File: src/hdl/bouncing_ball_step_core_defines.svh
// Assertion macros shared by the bouncing ball step core modules.
// Included by bbs_ctrl and bouncing_ball_step_core; depends on nothing.
`ifndef BOUNCING_BALL_STEP_CORE_DEFINES_SVH
`define BOUNCING_BALL_STEP_CORE_DEFINES_SVH

// Same-cycle implication, held off during reset
`define BBS_ASSERT_NOW(label, clk, rstn, ante, cons, msg) \
    label: assert property (@(posedge clk) disable iff (!rstn) (ante) |-> (cons)) \
        else $error(msg);

// Next-cycle implication, held off during reset
`define BBS_ASSERT_NEXT(label, clk, rstn, ante, cons, msg) \
    label: assert property (@(posedge clk) disable iff (!rstn) (ante) |=> (cons)) \
        else $error(msg);

`endif

File: src/hdl/bbs_pkg.sv
// Shared types and constants for the bouncing ball step core.
// Used by bbs_boost_unit, bbs_ctrl and bouncing_ball_step_core; no dependencies.
package bbs_pkg;

    // Field widths
    localparam int POS_W      = 21;
    localparam int VEL_W      = 16;
    localparam int GRAV_W     = 8;
    localparam int BOOST_W    = 9;
    localparam int LIM_W      = 15;
    localparam int FIELD_W    = 12;
    localparam int RAD_W      = 8;
    localparam int TDATA_W    = 80;
    localparam int CFG_IDX_W  = 3;
    localparam int CFG_DATA_W = 15;

    // Working velocity width: room for three boost products before the final clamp
    localparam int VW          = 24;
    localparam int BOOST_BITS  = 8;
    localparam int PROD_W      = VW + BOOST_W + 1;

    localparam int POS_MAX = 1048575;
    localparam int POS_MIN = -1048576;

    localparam logic signed [VEL_W-1:0] VEL_RAW_MIN = 16'sh8000;
    localparam logic signed [VEL_W-1:0] VEL_NEG_MAX = -16'sd32767;

    // Configuration register indexes
    typedef enum logic [CFG_IDX_W-1:0] {
        CFG_GRAVITY_STEP = 3'd0,
        CFG_BOOST_FACTOR = 3'd1,
        CFG_SPEED_LIMIT  = 3'd2,
        CFG_FIELD_WIDTH  = 3'd3,
        CFG_FIELD_HEIGHT = 3'd4,
        CFG_RADIUS       = 3'd5
    } bbs_cfg_idx_t;

    // Sequencer states
    typedef enum logic [8:0] {
        ST_IDLE   = 9'b000000001,
        ST_ADD    = 9'b000000010,
        ST_WALL_R = 9'b000000100,
        ST_WALL_L = 9'b000001000,
        ST_WALL_B = 9'b000010000,
        ST_BOT_X  = 9'b000100000,
        ST_WALL_T = 9'b001000000,
        ST_CLAMP  = 9'b010000000,
        ST_OUT    = 9'b100000000
    } bbs_state_t;

    // Step strobes from the sequencer to the datapath
    typedef struct packed {
        logic load;
        logic add;
        logic wall_right;
        logic wall_left;
        logic wall_bottom;
        logic bottom_x;
        logic wall_top;
        logic vel_clamp;
        logic out_load;
    } bbs_ctrl_t;

endpackage

File: src/hdl/bbs_boost_unit.sv
// Shared boost multiplier: velocity times boost, optional negate, floor shift.
// Depends on bbs_pkg.
module bbs_boost_unit (
    input  logic signed [bbs_pkg::VW-1:0]      vel_in,
    input  logic        [bbs_pkg::BOOST_W-1:0] boost,
    input  logic                               negate,
    output logic signed [bbs_pkg::VW-1:0]      vel_out
);

    logic signed [bbs_pkg::PROD_W-1:0] vel_ext;
    logic signed [bbs_pkg::PROD_W-1:0] boost_ext;
    logic signed [bbs_pkg::PROD_W-1:0] prod;
    logic signed [bbs_pkg::PROD_W-1:0] prod_sgn;
    logic signed [bbs_pkg::PROD_W-1:0] prod_shr;

    // Extend both operands to the product width, boost as a positive value
    assign vel_ext   = bbs_pkg::PROD_W'(vel_in);
    assign boost_ext = {{(bbs_pkg::PROD_W - bbs_pkg::BOOST_W){1'b0}}, boost};

    // Multiply, flip sign on a wall bounce, shift arithmetically (floor)
    assign prod     = vel_ext * boost_ext;
    assign prod_sgn = negate ? -prod : prod;
    assign prod_shr = prod_sgn >>> bbs_pkg::BOOST_BITS;
    assign vel_out  = prod_shr[bbs_pkg::VW-1:0];

endmodule

File: src/hdl/bbs_ctrl.sv
// Step sequencer: walks one tick through add, four wall tests, the bottom horizontal boost and velocity clamp.
// Depends on bbs_pkg and bouncing_ball_step_core_defines.svh.
`include "bouncing_ball_step_core_defines.svh"

module bbs_ctrl (
    input  logic              aclk,
    input  logic              aresetn,
    input  logic              start,
    input  logic              is_load,
    input  logic              out_free,
    output logic              ready,
    output bbs_pkg::bbs_ctrl_t ctl
);

    bbs_pkg::bbs_state_t state_reg;
    bbs_pkg::bbs_state_t state_next;

    // Advance through the fixed step order
    always_comb begin
        state_next = state_reg;
        unique case (state_reg)
            bbs_pkg::ST_IDLE: begin
                if (start) begin
                    state_next = is_load ? bbs_pkg::ST_OUT : bbs_pkg::ST_ADD;
                end
            end
            bbs_pkg::ST_ADD:    state_next = bbs_pkg::ST_WALL_R;
            bbs_pkg::ST_WALL_R: state_next = bbs_pkg::ST_WALL_L;
            bbs_pkg::ST_WALL_L: state_next = bbs_pkg::ST_WALL_B;
            bbs_pkg::ST_WALL_B: state_next = bbs_pkg::ST_BOT_X;
            bbs_pkg::ST_BOT_X:  state_next = bbs_pkg::ST_WALL_T;
            bbs_pkg::ST_WALL_T: state_next = bbs_pkg::ST_CLAMP;
            bbs_pkg::ST_CLAMP:  state_next = bbs_pkg::ST_OUT;
            bbs_pkg::ST_OUT: begin
                if (out_free) begin
                    state_next = bbs_pkg::ST_IDLE;
                end
            end
            default:            state_next = bbs_pkg::ST_IDLE;
        endcase
    end

    always_ff @(posedge aclk) begin
        if (!aresetn) begin
            state_reg <= bbs_pkg::ST_IDLE;
        end else begin
            state_reg <= state_next;
        end
    end

    // Decode step strobes
    assign ready           = (state_reg == bbs_pkg::ST_IDLE);
    assign ctl.load        = ready && start && is_load;
    assign ctl.add         = (state_reg == bbs_pkg::ST_ADD);
    assign ctl.wall_right  = (state_reg == bbs_pkg::ST_WALL_R);
    assign ctl.wall_left   = (state_reg == bbs_pkg::ST_WALL_L);
    assign ctl.wall_bottom = (state_reg == bbs_pkg::ST_WALL_B);
    assign ctl.bottom_x    = (state_reg == bbs_pkg::ST_BOT_X);
    assign ctl.wall_top    = (state_reg == bbs_pkg::ST_WALL_T);
    assign ctl.vel_clamp   = (state_reg == bbs_pkg::ST_CLAMP);
    assign ctl.out_load    = (state_reg == bbs_pkg::ST_OUT) && out_free;

    `BBS_ASSERT_NEXT(a_tick_starts_add, aclk, aresetn, ready && start && !is_load, state_reg == bbs_pkg::ST_ADD, "tick item did not enter the add step")
    `BBS_ASSERT_NEXT(a_clamp_then_out, aclk, aresetn, ctl.vel_clamp, state_reg == bbs_pkg::ST_OUT, "velocity clamp not followed by output step")

endmodule

File: src/hdl/bouncing_ball_step_core.sv
// Bouncing ball step core. One item is taken at a time. A load item (tuser high)
// goes from acceptance straight to the output step; a tick item passes through the
// gravity and position add, each of the four wall tests, the horizontal boost
// after a bottom hit and the velocity clamp, with the wall bounces and that boost
// sharing a single boost multiplier. The output step registers the result once the
// result register is free. The next item is taken in the cycle after the result is
// registered, even if that result has not yet been taken; the result register holds
// it until m_tready. Configuration writes apply at once and belong between items.
// Depends on bbs_pkg, bbs_boost_unit, bbs_ctrl and the defines header.
`include "bouncing_ball_step_core_defines.svh"

module bouncing_ball_step_core #(
    parameter int FRAC_BITS = 8
) (
    input  logic                              aclk,
    input  logic                              aresetn,
    input  logic                              s_tvalid,
    output logic                              s_tready,
    // load_pos_x[20:0], load_pos_y[41:21], load_vel_x[57:42], load_vel_y[73:58], zero pad
    input  logic [bbs_pkg::TDATA_W-1:0]       s_tdata,
    // command: 0 tick, 1 load
    input  logic                              s_tuser,
    output logic                              m_tvalid,
    input  logic                              m_tready,
    // pos_x[20:0], pos_y[41:21], vel_x[57:42], vel_y[73:58], zero pad
    output logic [bbs_pkg::TDATA_W-1:0]       m_tdata,
    input  logic                              cfg_we,
    input  logic [bbs_pkg::CFG_IDX_W-1:0]     cfg_index,
    input  logic [bbs_pkg::CFG_DATA_W-1:0]    cfg_data
);

    localparam int CW = (FRAC_BITS + 14 > 26) ? FRAC_BITS + 14 : 26;
    localparam logic signed [CW-1:0] POS_HI = CW'(bbs_pkg::POS_MAX);
    localparam logic signed [CW-1:0] POS_LO = CW'(bbs_pkg::POS_MIN);
    localparam int PAD_W = bbs_pkg::TDATA_W - 2 * bbs_pkg::POS_W - 2 * bbs_pkg::VEL_W;

    // Saturate a wide position to the 21-bit range
    function automatic logic signed [bbs_pkg::POS_W-1:0] sat_pos(
        input logic signed [CW-1:0] v
    );
        logic signed [CW-1:0] c;
        c = (v > POS_HI) ? POS_HI : ((v < POS_LO) ? POS_LO : v);
        return c[bbs_pkg::POS_W-1:0];
    endfunction

    // Configuration registers
    logic [bbs_pkg::GRAV_W-1:0]  gravity_reg;
    logic [bbs_pkg::BOOST_W-1:0] boost_reg;
    logic [bbs_pkg::LIM_W-1:0]   limit_reg;
    logic [bbs_pkg::FIELD_W-1:0] width_reg;
    logic [bbs_pkg::FIELD_W-1:0] height_reg;
    logic [bbs_pkg::RAD_W-1:0]   radius_reg;

    // Ball state
    logic signed [bbs_pkg::POS_W-1:0] pos_x_reg;
    logic signed [bbs_pkg::POS_W-1:0] pos_y_reg;
    logic signed [bbs_pkg::VW-1:0]    vel_x_reg;
    logic signed [bbs_pkg::VW-1:0]    vel_y_reg;
    logic                             bot_hit_reg;

    // Result register
    logic [bbs_pkg::TDATA_W-1:0] m_tdata_reg;
    logic [bbs_pkg::TDATA_W-1:0] m_tdata_next;
    logic                        m_tvalid_reg;

    bbs_pkg::bbs_ctrl_t ctl;
    logic               start;
    logic               out_free;

    logic signed [CW-1:0] x_ext, y_ext, vx_ext, vy_ext, g_ext;
    logic signed [CW-1:0] r_ext, w_ext, h_ext;
    logic signed [CW-1:0] sum_x, sum_y;
    logic                 hit_right, hit_left, hit_bottom, hit_top;
    logic signed [bbs_pkg::POS_W-1:0] clamp_r, clamp_b, clamp_lt;
    logic signed [bbs_pkg::VW-1:0]    g_vel;
    logic signed [bbs_pkg::VW-1:0]    lim_ext, neg_lim;
    logic signed [bbs_pkg::VW-1:0]    vx_cl, vy_cl;
    logic signed [bbs_pkg::VW-1:0]    mul_in, mul_out;
    logic signed [bbs_pkg::VEL_W-1:0] in_vx, in_vy, ld_vx, ld_vy;

    assign start    = s_tvalid && s_tready;
    assign out_free = !m_tvalid_reg || m_tready;

    bbs_ctrl u_ctrl (
        .aclk     (aclk),
        .aresetn  (aresetn),
        .start    (start),
        .is_load  (s_tuser),
        .out_free (out_free),
        .ready    (s_tready),
        .ctl      (ctl)
    );

    // Feed the shared multiplier from the velocity the current step boosts
    assign mul_in = (ctl.wall_bottom || ctl.wall_top) ? vel_y_reg : vel_x_reg;

    bbs_boost_unit u_boost (
        .vel_in  (mul_in),
        .boost   (boost_reg),
        .negate  (!ctl.bottom_x),
        .vel_out (mul_out)
    );

    // Widen operands; unsigned quantities are zero extended
    assign x_ext  = CW'(pos_x_reg);
    assign y_ext  = CW'(pos_y_reg);
    assign vx_ext = CW'(vel_x_reg);
    assign vy_ext = CW'(vel_y_reg);
    assign g_ext  = {{(CW - bbs_pkg::GRAV_W){1'b0}}, gravity_reg};
    assign r_ext  = {{(CW - bbs_pkg::RAD_W - FRAC_BITS){1'b0}}, radius_reg,
                     {FRAC_BITS{1'b0}}};
    assign w_ext  = {{(CW - bbs_pkg::FIELD_W - FRAC_BITS){1'b0}}, width_reg,
                     {FRAC_BITS{1'b0}}};
    assign h_ext  = {{(CW - bbs_pkg::FIELD_W - FRAC_BITS){1'b0}}, height_reg,
                     {FRAC_BITS{1'b0}}};
    assign g_vel  = {{(bbs_pkg::VW - bbs_pkg::GRAV_W){1'b0}}, gravity_reg};

    // Gravity and motion
    assign sum_x = x_ext + vx_ext;
    assign sum_y = y_ext + vy_ext + g_ext;

    // Wall tests and clamp targets
    assign hit_right  = (x_ext + r_ext) > w_ext;
    assign hit_left   = x_ext < r_ext;
    assign hit_bottom = (y_ext + r_ext) > h_ext;
    assign hit_top    = y_ext < r_ext;
    assign clamp_r    = sat_pos(w_ext - r_ext);
    assign clamp_b    = sat_pos(h_ext - r_ext);
    assign clamp_lt   = sat_pos(r_ext);

    // Speed limit clamp
    assign lim_ext = {{(bbs_pkg::VW - bbs_pkg::LIM_W){1'b0}}, limit_reg};
    assign neg_lim = -lim_ext;
    assign vx_cl   = (vel_x_reg > lim_ext) ? lim_ext :
                     ((vel_x_reg < neg_lim) ? neg_lim : vel_x_reg);
    assign vy_cl   = (vel_y_reg > lim_ext) ? lim_ext :
                     ((vel_y_reg < neg_lim) ? neg_lim : vel_y_reg);

    // Loaded velocities: drop the one code outside the symmetric range
    assign in_vx = s_tdata[57:42];
    assign in_vy = s_tdata[73:58];
    assign ld_vx = (in_vx == bbs_pkg::VEL_RAW_MIN) ? bbs_pkg::VEL_NEG_MAX : in_vx;
    assign ld_vy = (in_vy == bbs_pkg::VEL_RAW_MIN) ? bbs_pkg::VEL_NEG_MAX : in_vy;

    // Ball state update, one step per cycle
    always_ff @(posedge aclk) begin
        if (!aresetn) begin
            pos_x_reg   <= '0;
            pos_y_reg   <= '0;
            vel_x_reg   <= '0;
            vel_y_reg   <= '0;
            bot_hit_reg <= 1'b0;
        end else begin
            if (ctl.load) begin
                pos_x_reg <= s_tdata[20:0];
                pos_y_reg <= s_tdata[41:21];
                vel_x_reg <= bbs_pkg::VW'(ld_vx);
                vel_y_reg <= bbs_pkg::VW'(ld_vy);
            end
            if (ctl.add) begin
                pos_x_reg   <= sat_pos(sum_x);
                pos_y_reg   <= sat_pos(sum_y);
                vel_y_reg   <= vel_y_reg + g_vel;
                bot_hit_reg <= 1'b0;
            end
            if (ctl.wall_right && hit_right) begin
                pos_x_reg <= clamp_r;
                vel_x_reg <= mul_out;
            end
            if (ctl.wall_left && hit_left) begin
                pos_x_reg <= clamp_lt;
                vel_x_reg <= mul_out;
            end
            if (ctl.wall_bottom && hit_bottom) begin
                pos_y_reg   <= clamp_b;
                vel_y_reg   <= mul_out;
                bot_hit_reg <= 1'b1;
            end
            if (ctl.bottom_x && bot_hit_reg) begin
                vel_x_reg <= mul_out;
            end
            if (ctl.wall_top && hit_top) begin
                pos_y_reg <= clamp_lt;
                vel_y_reg <= mul_out;
            end
            if (ctl.vel_clamp) begin
                vel_x_reg <= vx_cl;
                vel_y_reg <= vy_cl;
            end
        end
    end

    // Configuration writes
    always_ff @(posedge aclk) begin
        if (!aresetn) begin
            gravity_reg <= bbs_pkg::GRAV_W'(38);
            boost_reg   <= bbs_pkg::BOOST_W'(276);
            limit_reg   <= bbs_pkg::LIM_W'(7680);
            width_reg   <= bbs_pkg::FIELD_W'(800);
            height_reg  <= bbs_pkg::FIELD_W'(600);
            radius_reg  <= bbs_pkg::RAD_W'(20);
        end else if (cfg_we) begin
            unique case (cfg_index)
                bbs_pkg::CFG_GRAVITY_STEP: gravity_reg <= cfg_data[bbs_pkg::GRAV_W-1:0];
                bbs_pkg::CFG_BOOST_FACTOR: boost_reg   <= cfg_data[bbs_pkg::BOOST_W-1:0];
                bbs_pkg::CFG_SPEED_LIMIT:  limit_reg   <= cfg_data[bbs_pkg::LIM_W-1:0];
                bbs_pkg::CFG_FIELD_WIDTH:  width_reg   <= cfg_data[bbs_pkg::FIELD_W-1:0];
                bbs_pkg::CFG_FIELD_HEIGHT: height_reg  <= cfg_data[bbs_pkg::FIELD_W-1:0];
                bbs_pkg::CFG_RADIUS:       radius_reg  <= cfg_data[bbs_pkg::RAD_W-1:0];
                default: ;
            endcase
        end
    end

    // Result register: hold until taken
    assign m_tdata_next = {{PAD_W{1'b0}}, vel_y_reg[bbs_pkg::VEL_W-1:0],
                           vel_x_reg[bbs_pkg::VEL_W-1:0], pos_y_reg, pos_x_reg};

    always_ff @(posedge aclk) begin
        if (ctl.out_load) begin
            m_tdata_reg <= m_tdata_next;
        end
    end

    always_ff @(posedge aclk) begin
        if (!aresetn) begin
            m_tvalid_reg <= 1'b0;
        end else if (ctl.out_load) begin
            m_tvalid_reg <= 1'b1;
        end else if (m_tready) begin
            m_tvalid_reg <= 1'b0;
        end
    end

    assign m_tvalid = m_tvalid_reg;
    assign m_tdata  = m_tdata_reg;

    `BBS_ASSERT_NOW(a_valid_from_out_step, aclk, aresetn, $rose(m_tvalid_reg), $past(ctl.out_load), "result raised without an output step")
    `BBS_ASSERT_NEXT(a_vel_within_limit, aclk, aresetn, ctl.vel_clamp, (vel_x_reg <= lim_ext) && (vel_x_reg >= neg_lim) && (vel_y_reg <= lim_ext) && (vel_y_reg >= neg_lim), "velocity outside speed limit after clamp")

endmodule

File: config.mk
export PLATFORM = sky130hd
export DESIGN_NAME = bouncing_ball_step_core
export DESIGN_NICKNAME = d
export VERILOG_FILES = /design/src/hdl/bbs_pkg.sv /design/src/hdl/bbs_boost_unit.sv /design/src/hdl/bbs_ctrl.sv /design/src/hdl/bouncing_ball_step_core.sv
export VERILOG_INCLUDE_DIRS = /design/src /design/src/hdl
export SDC_FILE = /design/constraint.sdc
export NUM_CORES = 1
export LEC_CHECK = 0
export CORE_AREA = 2 2 304 306
export CTS_BUF_LIST = sky130_fd_sc_hd__clkbuf_2 sky130_fd_sc_hd__clkbuf_4 sky130_fd_sc_hd__clkbuf_8
export CTS_CLUSTER_SIZE = 28
export DETAILED_ROUTE_END_ITERATION = 10
export DIE_AREA = 0 0 306 308
export DONT_BUFFER_PORTS = 1
export PLACE_DENSITY = 0.42
export SETUP_SLACK_MARGIN = 0.5
export SLEW_MARGIN = 10
export SYNTH_ARGS = -nofsm -noshare
export SYNTH_HDL_FRONTEND = slang
export SYNTH_HIERARCHICAL = 1
export SYNTH_SLANG_ARGS = --single-unit
File: constraint.sdc
create_clock -name aclk -period 8.5 [get_ports aclk]
set_input_delay 1.275 -clock aclk [delete_from_list [all_inputs] [get_ports aclk]]
set_output_delay 1.275 -clock aclk [all_outputs]
set_load 0.01 [all_outputs]
==> results.md <==
* Critical path fanouts, max at 18
* Synth Register Bits at 239
* Commonest non-fill, non-tap cells in the layout: nand2_1, inv_1, ha_1
* Vias at 23,600
* Status: complete, no violations
* Clock Latency Late Sink at 0.66 ns
* # rows at 111
* Layout net count at 3,866
* Fmax at 124 MHz
* Syn Inst Count at 3,213
* Slew margin rel. at 29.3%
* Distinct cells, synth at 107
* Root Driver: clkbuf_8
* Avg Cell Area, Syn at 8.44 um2
* Final setup TNS at 0 ns
* Maxcap violations at 0
* Hold depth at 0
* Fraction of final layout cells with drive strength greater than 1 at 12.6%
* Worst-Margin Slew at 1.06 ns
* RR Startpoint: u_ctrl/state_reg[3]$_SDFFE_PN0P_
* TritonCTS clock tree: built
* Critical Path AT at 8.63 ns
* Routed Antenna Nets at 0
* Hold worst-path end: m_tdata[22]$_DFFE_PP_
* Clock Path Buffers at 3
* Fin. Hold Viols at 0
* Hold-fix buffers, CTS at 0
* Detailed Route WL at 105 mm
* Largest register FFs at 74
* Dpl ws at 0.0236 ns
* Pleak at 0.0137 uW
* Crit-path slowest cell: fa_1
* Die H at 308 um
* Area of the die at 94,200 um2
* Global-route wire length before repair at 157 mm
* CTS Buf Count at 46
* Vias/cell at 5.23
* Register area share after synthesis at 20.4%
* H-tree depth at 2
* Final min period at 8.07 ns
* Ys flop type: dfxtp_1
* EDFF count, synth at 74
* Placer Congestion at 0.898
* Initial core utilization at 29.8%
* Period utilization at 95.0%
* Remaining DRCs at 0
* Port Buffer Count at 0
* Setup Skew at 0.0709 ns
* Worst vdd ir at 0.102 mV
* Vias in the first global route at 23,700
* Yosys warning count at 6
* Overflow after GRT at 0
* Worst setup SP type: flop
* Critical Path Source: u_ctrl/state_reg[3]$_SDFFE_PN0P_
* Commonest non-fill, non-tap cell in the layout: nand2_1
* Setup crit end kind: flop
* Clock slew seen by the registers of the worst setup and hold paths at 0.07 ns
* Max stage delay on crit path at 0.61 ns
* CP Data Required Time at 9.05 ns
* Worst R2R Path Depth at 29
* Largest net degree at the start of global routing at 84
* Reg2reg setup slack at 0.43 ns
* Async SR Flop Fraction at 0%
* Most frequent cell on the critical path: fa_1
* Hold wc startpoint: pos_y_reg[1]$_SDFFE_PN0P_
* Critical path type: reg -> reg
* HPWL after DPL at 84.4 mm
* Reg-to-reg endpoint: vel_y_reg[20]$_SDFFE_PN0P_
* DIE WIDTH at 306 um
* RSZ-0062 raised after global routing: true
* Setup ws final at 0.425 ns
* Boundary pin count at 186
* Area delta synth->final at 14.0%
* Routed WL per cell at 23.3 um
* Clk sink count at 239
* Pwr dens at 225 nW/um2
* Starting DRC count in detailed routing at 1,490
* Max Slew Vio Count at 0
* Mapped Area at 27,100 um2
* Core ar. at 91,000 um2
* Router iterations before antenna repair at 5
* Final setup viols at 0
* Initial antenna violation count at 13
* Hold Path Class: reg -> reg
* Gr usage total at 22.1%
==> metal layers <==
metal | up-vias | global-route usage [%] | routed length (um)
met4 | 14 | 6.87 | 3550
met3 | 135 | 3.34 | 4640
met2 | 525 | 37.1 | 49200
met1 | 11500 | 29.1 | 47700
li1 | 11400 | - | -
met5 | - | 0 | 103
==> how the worst max path moves through the flow <==
stage	endpoint	slack (ns)	cells past startpoint
2_1_floorplan	vel_y_reg[20]$_SDFFE_PN0P_	0.53	29
3_3_place_gp	vel_y_reg[20]$_SDFFE_PN0P_	0.13	31
3_5_place_dp	vel_y_reg[20]$_SDFFE_PN0P_	0.02	31
4_1_cts	vel_y_reg[20]$_SDFFE_PN0P_	0.50	30
5_1_grt	vel_y_reg[20]$_SDFFE_PN0P_	0.16	29
6_report	vel_y_reg[20]$_SDFFE_PN0P_	0.43	29
==> area by class of cell <==
class                           instances  area [um2]
Antenna cell                            2        5.00
Multi-Input combinational cell       2548       20500
Clock buffer                           67         822
Fill cell                            9624       60100
Inverter                              294        1100
Sequential cell                       239        5530
Timing Repair Buffer                  158        1230
Clock inverter                         19         200
Tap cell                             1186        1480
==> Yosys cell counts (all sizes together), types with 10 or more instances <==
master	count	area share, %
a22o	15	0.48
and3	20	0.48
o21ai	178	3.3
dfxtp	165	12
mux2	33	1.4
nand4	27	0.65
buf	33	0.75
a31oi	24	0.55
xnor2	132	4.3
clkbuf	106	1.5
o21bai	13	0.36
xor2	47	1.5
o31ai	17	0.54
a211oi	38	1.1
nand3	64	1.2
nor3	51	1.1
mux2i	19	0.70
inv	291	4.0
a21oi	243	4.5
nor4	27	0.77
a21o	43	1.2
nand2b	36	0.83
edfxtp	74	8.2
o32ai	10	0.32
o21a	24	0.66
ha	289	13
nor2	145	2.0
a21boi	10	0.28
nand2	411	5.7
o211ai	51	1.4
o22ai	10	0.23
fa	186	14
o221a	11	0.46
or3	28	0.68
and2	137	3.2
nor2b	47	1.1
o211a	11	0.41
and4	15	0.48
==> per-stage QoR <==
stage | hold slack (ns) | std cells | total power, uW | area, um2 | util (%)
floorplan | 0.429 | 3218 | 4070 | 27100 | -
global placement | 0.441 | 4393 | 5440 | 29000 | 31.9
detailed placement | 0.445 | 4393 | 5410 | 29000 | 31.9
CTS | 0.460 | 4488 | 6860 | 30400 | 33.4
global route | 0.475 | 4512 | 7490 | 30900 | 34.0
finish | 0.453 | 4513 | 6950 | 30900 | 34.0
==> power by group <==
| part | switching (uW) | internal, uW |
|---|---|---|
| Sequential | 254 | 1360 |
| Combinational | 2400 | 1620 |
| Clock | 570 | 746 |
==> logic make-up (layout without fill, tap and decap cells) <==
group                    Yosys count  in the layout  share of synthesized area, %
AO/OA/AOI/OAI                    787            787                          19.0
XOR/XNOR                         179            179                          5.78
adder cells (fa/ha/maj)          475            475                          27.1
buffers and inverters            433            538                          6.29
flip-flops                       239            239                          20.4
multiplexers                      52             54                          2.07
other                              1              8                        0.0138
AND/OR/NAND/NOR                 1047           1047                          19.4
==> repair_timing <==
| action | CTS | global route |
|---|---|---|
| setup endpoints to repair | 30 | 33 |
| gates resized for setup | 45 | 67 |
| hold endpoints to repair | 0 | 0 |
| pin swaps | 15 | 51 |
| buffers inserted | 9 | 21 |
| cloned | 0 | 2 |
==> worst max-delay path, delay by kind of cell, from the launching register on <==
family / cells / cell delay (ns)
XOR/XNOR: 1 / 0.10
flip-flops: 1 / 0.33
buffers and inverters: 4 / 0.43
AND/OR/NAND/NOR: 13 / 3.17
AO/OA/AOI/OAI: 4 / 0.98
multiplexers: 1 / 0.36
adder cells (fa/ha/maj): 6 / 2.61
Power figures use the tool's default switching activity.
